--- config.mk ---
export PLATFORM = sky130hd
export DESIGN_NAME = distance_trapezoid_speed_profile_core
export DESIGN_NICKNAME = d
export VERILOG_FILES = /design/src/rtl/core/dtsp_pkg.sv /design/src/rtl/core/distance_trapezoid_speed_profile_core.sv /design/src/rtl/core/dtsp_isqrt.sv
export SDC_FILE = /design/constraint.sdc
export NUM_CORES = 2
export LEC_CHECK = 0
export ABC_CLOCK_PERIOD_IN_PS = 20600
export BUFFER_PORTS_ARGS = -buffer_cell sky130_fd_sc_hd__buf_2
export CELL_PAD_IN_SITES_DETAIL_PLACEMENT = 0
export CELL_PAD_IN_SITES_GLOBAL_PLACEMENT = 1
export CORE_MARGIN = 3
export CORE_UTILIZATION = 30
export CTS_BUF_LIST = sky130_fd_sc_hd__clkbuf_4 sky130_fd_sc_hd__clkbuf_8
export DETAILED_ROUTE_END_ITERATION = 16
export GPL_TIMING_DRIVEN = 0
export PLACE_DENSITY_LB_ADDON = 0.1
export SYNTH_ARGS = -nofsm -noshare
export SYNTH_HDL_FRONTEND = slang
export SYNTH_SLANG_ARGS = --single-unit
--- constraint.sdc ---
create_clock -name clk -period 20.6 [get_ports clk]
set_clock_uncertainty 0.1 [all_clocks]
set_input_delay 4.12 -clock clk [delete_from_list [all_inputs] [get_ports clk]]
set_output_delay 4.12 -clock clk [all_outputs]
set_load 0.05 [all_outputs]
--- src/rtl/core/dtsp_pkg.sv ---
// ----------------------------------------------------------------------------
// dtsp_pkg
// Shared widths, register indexes and reset values for the distance-based
// trapezoid speed profile core.
// ----------------------------------------------------------------------------
`default_nettype none

package dtsp_pkg;

    // input distance fields, two's complement
    localparam int FIELD_W   = 21;
    // magnitude of a non-negative distance
    localparam int DIST_W    = FIELD_W - 1;
    // configuration registers and speed result
    localparam int REG_W     = 16;
    localparam int CFG_IDX_W = 2;

    // radicand: start^2 + 2*accel*dist fits in 38 bits
    localparam int RAD_W     = 38;
    localparam int ROOT_W    = RAD_W / 2;

    // register map
    typedef enum logic [CFG_IDX_W-1:0] {
        REG_START_SPEED  = 2'd0,
        REG_ACCEL_RATE   = 2'd1,
        REG_DECEL_RATE   = 2'd2,
        REG_CRUISE_SPEED = 2'd3
    } cfg_reg_t;

    // register reset values
    localparam logic [REG_W-1:0] START_SPEED_RST  = 16'd100;
    localparam logic [REG_W-1:0] ACCEL_RATE_RST   = 16'd500;
    localparam logic [REG_W-1:0] DECEL_RATE_RST   = 16'd500;
    localparam logic [REG_W-1:0] CRUISE_SPEED_RST = 16'd500;

endpackage

`default_nettype wire

--- src/rtl/core/distance_trapezoid_speed_profile_core.sv ---
// ----------------------------------------------------------------------------
// distance_trapezoid_speed_profile_core
// Feed-forward speed from travelled and target distance: the minimum of the
// cruise ceiling, the ramp-up limit sqrt(start^2 + 2*accel*dist) and the
// ramp-down limit sqrt(2*decel*remaining), zero when arrived or invalid.
//
// Usage:
//   - a beat enters when start is high; busy stays low, so one beat can
//     enter every clock cycle
//   - each beat gives exactly one result on speed_cmd, marked by a one-cycle
//     done strobe, in the order the beats entered
//   - throughput is one beat per cycle, set by the two pipelined square-root
//     units that each resolve SQRT_BITS_PER_STAGE bits a stage; a beat passes
//     stages a, b, c, the square-root stages and the output register
//   - the receiver cannot stall; results are shown once and not held
//   - configuration writes (cfg_we, cfg_index, cfg_data) take effect at the next
//     edge; the user must make them only while no beat is in flight; not enforced
//   - reset clears the pipeline valid bits and loads the default registers:
//     start 100 mm/s, accel 500 mm/s^2, decel 500 mm/s^2, cruise 500 mm/s
// ----------------------------------------------------------------------------
`default_nettype none

module distance_trapezoid_speed_profile_core #(
    parameter int SQRT_BITS_PER_STAGE = 3
) (
    input  wire logic                                clk,
    input  wire logic                                rst_n,
    // command channel
    input  wire logic                                start,
    output logic                                     busy,
    input  wire logic signed [dtsp_pkg::FIELD_W-1:0] travelled_mm,
    input  wire logic signed [dtsp_pkg::FIELD_W-1:0] goal_mm,
    // result channel
    output logic                                     done,
    output logic [dtsp_pkg::REG_W-1:0]               speed_cmd,
    // configuration port
    input  wire logic                                cfg_we,
    input  wire logic [dtsp_pkg::CFG_IDX_W-1:0]      cfg_index,
    input  wire logic [dtsp_pkg::REG_W-1:0]          cfg_data
);

    localparam int DIST_W = dtsp_pkg::DIST_W;
    localparam int REG_W  = dtsp_pkg::REG_W;
    localparam int RAD_W  = dtsp_pkg::RAD_W;
    localparam int ROOT_W = dtsp_pkg::ROOT_W;
    localparam int SQ_W   = 2 * REG_W;
    localparam int PROD_W = REG_W + DIST_W;

    // configuration registers
    logic [REG_W-1:0] start_speed_reg;
    logic [REG_W-1:0] accel_rate_reg;
    logic [REG_W-1:0] decel_rate_reg;
    logic [REG_W-1:0] cruise_speed_reg;

    always_ff @(posedge clk or negedge rst_n)
    begin
        if (!rst_n)
        begin
            start_speed_reg  <= dtsp_pkg::START_SPEED_RST;
            accel_rate_reg   <= dtsp_pkg::ACCEL_RATE_RST;
            decel_rate_reg   <= dtsp_pkg::DECEL_RATE_RST;
            cruise_speed_reg <= dtsp_pkg::CRUISE_SPEED_RST;
        end
        else if (cfg_we)
        begin
            case (cfg_index)
                dtsp_pkg::REG_START_SPEED:  start_speed_reg  <= cfg_data;
                dtsp_pkg::REG_ACCEL_RATE:   accel_rate_reg   <= cfg_data;
                dtsp_pkg::REG_DECEL_RATE:   decel_rate_reg   <= cfg_data;
                dtsp_pkg::REG_CRUISE_SPEED: cruise_speed_reg <= cfg_data;
                default:                    ;
            endcase
        end
    end

    // fully pipelined, never refuses a beat
    assign busy = 1'b0;

    // ---------------- stage a: clamp and remaining distance ----------------
    logic              valid_a_reg, valid_a_next;
    logic [DIST_W-1:0] dist_a_reg,  dist_a_next;
    logic [DIST_W-1:0] rem_a_reg,   rem_a_next;

    always_comb
    begin
        logic              goal_pos;
        logic              live;
        logic [DIST_W-1:0] goal_mag;
        goal_mag    = goal_mm[DIST_W-1:0];
        goal_pos    = !goal_mm[DIST_W] && (goal_mag != '0);
        // negative travel counts as zero
        dist_a_next = travelled_mm[DIST_W] ? '0 : travelled_mm[DIST_W-1:0];
        live        = goal_pos && (dist_a_next < goal_mag);
        // a zero remaining distance forces the ramp-down limit, and so the result, to zero
        rem_a_next  = live ? (goal_mag - dist_a_next) : '0;
        valid_a_next = start && !busy;
    end

    // ---------------- stage b: products ----------------
    logic              valid_b_reg;
    logic [SQ_W-1:0]   sq_b_reg,  sq_b_next;
    logic [PROD_W-1:0] acc_b_reg, acc_b_next;
    logic [PROD_W-1:0] dec_b_reg, dec_b_next;

    always_comb
    begin
        sq_b_next  = SQ_W'(start_speed_reg) * SQ_W'(start_speed_reg);
        acc_b_next = PROD_W'(accel_rate_reg) * PROD_W'(dist_a_reg);
        dec_b_next = PROD_W'(decel_rate_reg) * PROD_W'(rem_a_reg);
    end

    // ---------------- stage c: radicands ----------------
    logic             valid_c_reg;
    logic [RAD_W-1:0] rad_acc_c_reg, rad_acc_c_next;
    logic [RAD_W-1:0] rad_dec_c_reg, rad_dec_c_next;

    always_comb
    begin
        rad_acc_c_next = RAD_W'(sq_b_reg) + RAD_W'({acc_b_reg, 1'b0});
        rad_dec_c_next = RAD_W'({dec_b_reg, 1'b0});
    end

    // valid bits
    always_ff @(posedge clk or negedge rst_n)
    begin
        if (!rst_n)
        begin
            valid_a_reg <= 1'b0;
            valid_b_reg <= 1'b0;
            valid_c_reg <= 1'b0;
        end
        else
        begin
            valid_a_reg <= valid_a_next;
            valid_b_reg <= valid_a_reg;
            valid_c_reg <= valid_b_reg;
        end
    end

    // stage payload
    always_ff @(posedge clk)
    begin
        dist_a_reg    <= dist_a_next;
        rem_a_reg     <= rem_a_next;
        sq_b_reg      <= sq_b_next;
        acc_b_reg     <= acc_b_next;
        dec_b_reg     <= dec_b_next;
        rad_acc_c_reg <= rad_acc_c_next;
        rad_dec_c_reg <= rad_dec_c_next;
    end

    // ---------------- square roots ----------------
    logic              acc_root_valid;
    logic              dec_root_valid;
    logic [ROOT_W-1:0] v_acc;
    logic [ROOT_W-1:0] v_dec;

    dtsp_isqrt #(
        .RAD_W          (RAD_W),
        .BITS_PER_STAGE (SQRT_BITS_PER_STAGE)
    ) u_sqrt_acc (
        .clk       (clk),
        .rst_n     (rst_n),
        .in_valid  (valid_c_reg),
        .radicand  (rad_acc_c_reg),
        .out_valid (acc_root_valid),
        .root      (v_acc)
    );

    dtsp_isqrt #(
        .RAD_W          (RAD_W),
        .BITS_PER_STAGE (SQRT_BITS_PER_STAGE)
    ) u_sqrt_dec (
        .clk       (clk),
        .rst_n     (rst_n),
        .in_valid  (valid_c_reg),
        .radicand  (rad_dec_c_reg),
        .out_valid (dec_root_valid),
        .root      (v_dec)
    );

    // ---------------- output stage: minimum against cruise ----------------
    logic             done_reg,  done_next;
    logic [REG_W-1:0] speed_reg, speed_next;

    always_comb
    begin
        speed_next = cruise_speed_reg;
        if (v_acc < ROOT_W'(speed_next))
        begin
            speed_next = v_acc[REG_W-1:0];
        end
        if (v_dec < ROOT_W'(speed_next))
        begin
            speed_next = v_dec[REG_W-1:0];
        end
        done_next = acc_root_valid && dec_root_valid;
    end

    always_ff @(posedge clk or negedge rst_n)
    begin
        if (!rst_n)
        begin
            done_reg <= 1'b0;
        end
        else
        begin
            done_reg <= done_next;
        end
    end

    always_ff @(posedge clk)
    begin
        speed_reg <= speed_next;
    end

    assign done      = done_reg;
    assign speed_cmd = speed_reg;

endmodule

`default_nettype wire

--- src/rtl/core/dtsp_isqrt.sv ---
// ----------------------------------------------------------------------------
// dtsp_isqrt
// Pipelined floored integer square root, digit by digit. Each register stage
// resolves BITS_PER_STAGE root bits (the last stage the rest); a new radicand can enter every cycle.
// ----------------------------------------------------------------------------
`default_nettype none

module dtsp_isqrt #(
    parameter int RAD_W          = 38,
    parameter int BITS_PER_STAGE = 3
) (
    input  wire logic                 clk,
    input  wire logic                 rst_n,
    input  wire logic                 in_valid,
    input  wire logic [RAD_W-1:0]     radicand,
    output logic                      out_valid,
    output logic [RAD_W/2-1:0]        root
);

    localparam int ROOT_W  = RAD_W / 2;
    localparam int REM_W   = ROOT_W + 2;
    localparam int NSTAGE  = (ROOT_W + BITS_PER_STAGE - 1) / BITS_PER_STAGE;

    logic [RAD_W-1:0]  x_reg     [NSTAGE];
    logic [REM_W-1:0]  r_reg     [NSTAGE];
    logic [ROOT_W-1:0] q_reg     [NSTAGE];
    logic              valid_reg [NSTAGE];

    logic [RAD_W-1:0]  x_next     [NSTAGE];
    logic [REM_W-1:0]  r_next     [NSTAGE];
    logic [ROOT_W-1:0] q_next     [NSTAGE];
    logic              valid_next [NSTAGE];

    genvar s;
    generate
        for (s = 0; s < NSTAGE; s++) begin : g_stage

            logic [RAD_W-1:0]  x_in;
            logic [REM_W-1:0]  r_in;
            logic [ROOT_W-1:0] q_in;
            logic              v_in;

            // stage input: ports for the first stage, previous stage otherwise
            if (s == 0) begin : g_first
                assign x_in = radicand;
                assign r_in = '0;
                assign q_in = '0;
                assign v_in = in_valid;
            end else begin : g_chain
                assign x_in = x_reg[s-1];
                assign r_in = r_reg[s-1];
                assign q_in = q_reg[s-1];
                assign v_in = valid_reg[s-1];
            end

            // resolve this stage's share of root bits
            always_comb
            begin
                logic [RAD_W-1:0]  x;
                logic [REM_W-1:0]  r;
                logic [REM_W-1:0]  trial;
                logic [ROOT_W-1:0] q;
                x = x_in;
                r = r_in;
                q = q_in;
                for (int k = 0; k < BITS_PER_STAGE; k++)
                begin
                    if (s * BITS_PER_STAGE + k < ROOT_W)
                    begin
                        r     = {r[ROOT_W-1:0], x[RAD_W-1:RAD_W-2]};
                        x     = {x[RAD_W-3:0], 2'b00};
                        trial = {q, 2'b01};
                        if (r >= trial)
                        begin
                            r = r - trial;
                            q = {q[ROOT_W-2:0], 1'b1};
                        end
                        else
                        begin
                            q = {q[ROOT_W-2:0], 1'b0};
                        end
                    end
                end
                x_next[s]     = x;
                r_next[s]     = r;
                q_next[s]     = q;
                valid_next[s] = v_in;
            end

            // valid bit
            always_ff @(posedge clk or negedge rst_n)
            begin
                if (!rst_n)
                begin
                    valid_reg[s] <= 1'b0;
                end
                else
                begin
                    valid_reg[s] <= valid_next[s];
                end
            end

            // stage payload
            always_ff @(posedge clk)
            begin
                x_reg[s] <= x_next[s];
                r_reg[s] <= r_next[s];
                q_reg[s] <= q_next[s];
            end
        end
    endgenerate

    assign out_valid = valid_reg[NSTAGE-1];
    assign root      = q_reg[NSTAGE-1];

endmodule

`default_nettype wire
==> results.yml <==
logic_synthesis:
  yosysMostFrequentCell: "sky130_fd_sc_hd__inv_1"
  synth_edf_count: 0
  synthDistinctLibCells: 103
  postSynthAreaPerCell_um2: 8.81
  yosys_top_cell_by_area: "sky130_fd_sc_hd__dfxtp_1"
  leading_register_cell_type_out_of_synthesis: "sky130_fd_sc_hd__dfxtp_1"
  synthTopCellsByCount: "1165 x sky130_fd_sc_hd__inv_1, 926 x sky130_fd_sc_hd__nand2_1, 822 x sky130_fd_sc_hd__dfxtp_1"
  yosysSeqAreaShare_pct: 23.7
  yosysWarningCount: 0
  post_synth_inst_count: 8784
  synth-async-reset-ratio_pct: 8.36
  post_synth_instance_area_mm2: 0.0774
  synth_top_cell_area_share_pct: 21.3
  number_of_synthesized_register_bits: 897
  synth_area_leaders: "sky130_fd_sc_hd__dfxtp_1 21%, sky130_fd_sc_hd__fa_1 17%, sky130_fd_sc_hd__ha_1 13%"
timing:
  finalHoldViolCount: 0
  period_needed_ns: 11.12
  worst-slew-pin-transition_ns: 1.27
  setup_tns_ns: 0
  min_period_over_period_pct: 54.0
  final-max-slew-violation-count: 0
  final.hold.worst_slack_ns: 0.199
  rsz0062_at_grt: "false"
  final-setup-viol-count: 0
  max_slew_margin_pct: 14.3
  timing_limited_maximum_frequency_mhz: 89.9
grt:
  grt_use_total_pct: 18.1
  wire_length_of_the_first_global_routing_pass_um: 373000
  initial_antenna_violation_count: 27
  grt_max_degree: 60
  grt_pass1_vias: 62200
  globalRouteOverflowTotal: 0
die:
  die_w_um: 514
  io_pins: 82
  initial_utilization_pct: 30.3
  core_area_mm2: 0.255
  placementRows: 185
  vertical_die_dimension_um: 514
  fp.dieArea_mm2: 0.264
clock_tree:
  total_number_of_clock_tree_sinks: 897
  cts_setup_buffers: 0
  clock_tree.root_cell: "sky130_fd_sc_hd__clkbuf_8"
  cts_tree: "done"
  cts_hold_repair.buffers: 0
  resized_cells_post_cts: 0
  clock_insertion_delay_worst_skew_ns: 0.91
  cts-htree-levels: 4
  cts-buffers-inserted: 166
  cts_buffer_depth: 3
  clkSlewWorstSetupHoldPaths_ns: 0.07
worst_setup_path:
  end_kind: "flip-flop"
  critPathRequiredTime_ns: 21.26
  cell_seen_most_often_among_critical_path_stages: "sky130_fd_sc_hd__clkbuf_1"
  criticalPathCategory: "flip-flop to flip-flop"
  slowest_stage: "sky130_fd_sc_hd__a211oi_1"
  critical_path.max_stage_delay_ns: 0.97
  path_max_fanout: 11
  cp_startpoint_kind: "flip-flop"
  worst-endpoint-arrival_ns: 11.79
finish:
  final_nets: 10600
  post_layout_nonfiller_instances: 12500
  fillers: 26900
  layout-drive-gt1-share_pct: 6.90
  largest_register_ff_count: 114
  area_growth_syn_to_layout_pct: 11.0
place:
  gp_routability_congestion: 0.848
  detailed_placement_hpwl_um: 201000
  place.port_buffers: 79
  placed_cells: 12200
run:
  cap_violations: 0
drt:
  postRouteAntennaNets: 0
  viasPerCell: 4.86
  drt_iter0_drc: 3273
  detail_route.drc_violations: 0
  routed-via-count: 61000
  totalWireLength_um: 242000
  routed_wire_length_per_instance_um: 19.3
  detail_route.first_pass.iterations: 6
status:
  result_of_the_run: "complete, no violations"
min_path:
  hold_class: "flip-flop to flip-flop"
[critical path, delay by kind of cell (launching register included)]
family	cells	cell delay, ns
fa+ha+maj	3	0.97
compound gates	15	5.72
flops	1	0.35
xor+xnor	1	0.15
simple gates	10	1.61
buf+inv	7	2.10
[routing by layer]
metal / global-route usage, % / wire length [um] / vias to the layer above
li1: - / - / 30000
met2: 28.9 / 109000 / 1034
met4: 4.24 / 4750 / 0
met1: 26.0 / 120000 / 29700
met3: 2.07 / 8130 / 249
met5: 0 / 0 / -
[path summary, 6_finish.rpt]
check | to | slack, ns | depth (start not counted) | from
worst max-delay path | u_sqrt_acc.r_reg[4][18] | 9.48 | 36 | u_sqrt_acc.q_reg[3][2]
worst min-delay path | u_sqrt_acc.x_reg[2][24] | 0.20 | 0 | u_sqrt_acc.x_reg[1][18]
worst max register to register | u_sqrt_acc.r_reg[4][18] | 9.48 | 36 | u_sqrt_acc.q_reg[3][2]
worst min register to register | u_sqrt_acc.x_reg[2][24] | 0.20 | 0 | u_sqrt_acc.x_reg[1][18]
max in group asynchronous | cruise_speed_reg[2] | 16.67 | 2 | rst_n
min in group asynchronous | valid_a_reg | 2.99 | 1 | rst_n
[cells in the final DEF, fill, tap and decap left out, types with 44 or more instances in the layout]
cell type                  Yosys  routed
sky130_fd_sc_hd__inv_1      1165    1165
sky130_fd_sc_hd__nand2_1     926     926
sky130_fd_sc_hd__dfxtp_1     822     822
sky130_fd_sc_hd__ha_1        805     805
sky130_fd_sc_hd__fa_1        666     666
sky130_fd_sc_hd__a21oi_1     493     493
sky130_fd_sc_hd__nor2_1      470     470
sky130_fd_sc_hd__xnor2_1     369     369
sky130_fd_sc_hd__o21ai_0     352     352
sky130_fd_sc_hd__and2_1      302     302
sky130_fd_sc_hd__clkbuf_1    217     217
sky130_fd_sc_hd__clkbuf_8      0     203
sky130_fd_sc_hd__xor2_1      189     189
sky130_fd_sc_hd__a21o_1      187     187
sky130_fd_sc_hd__nor3_1      166     166
sky130_fd_sc_hd__nand3_1     138     138
sky130_fd_sc_hd__mux2_2      131     131
sky130_fd_sc_hd__nand2b_1     96      96
sky130_fd_sc_hd__buf_2         9      87
sky130_fd_sc_hd__o21a_1       77      77
sky130_fd_sc_hd__o21bai_1     74      74
sky130_fd_sc_hd__nand4_1      73      73
sky130_fd_sc_hd__nor2b_1      70      70
sky130_fd_sc_hd__or3_1        63      63
sky130_fd_sc_hd__mux2i_1      61      61
sky130_fd_sc_hd__nor4_1       60      60
sky130_fd_sc_hd__a211oi_1     61      60
sky130_fd_sc_hd__and3_1       58      58
sky130_fd_sc_hd__dfrtp_1      54      54
sky130_fd_sc_hd__o31ai_1      44      44
[final cells by class]
| type | count | area (um^2) | area share [%] |
|---|---|---|---|
| diodes | 11 | 27.5 | 0.0320 |
| inverters | 1175 | 4420 | 5.14 |
| well taps | 3366 | 4210 | 4.90 |
| repair buffers | 81 | 433 | 0.504 |
| flip-flops and latches | 897 | 18400 | 21.4 |
| clock buffers | 241 | 3080 | 3.58 |
| plain buffers | 236 | 923 | 1.07 |
| multi-input cells | 6478 | 53700 | 62.5 |
| clock inverters | 54 | 752 | 0.875 |
[metrics by stage]
step / cell area, um^2 / util [%] / setup slack [ns]
5_1_grt: 85900 / 33.7 / 8.53
3_5_place_dp: 82100 / 32.2 / 9.05
6_report: 85900 / 33.7 / 9.48
3_3_place_gp: 82000 / 32.1 / 8.91
2_1_floorplan: 77400 / - / 12.46
4_1_cts: 85900 / 33.7 / 9.02
[kinds of logic after synthesis]
family                     after synthesis  share of synthesized area, %
AOI/OAI and AO/OA                     1658                          13.8
xor gates and xnor gates               558                          6.31
adders and majority gates             1471                          30.2
buffers and inverters                 1411                          6.90
DFF                                    897                          23.7
muxes                                  193                          2.71
other                                    2                       0.00970
and+or+nand+nor                       2594                          16.4
Power is not shown: default switching activity piles up to over one toggle a cycle in this logic, so the estimate is an artifact.
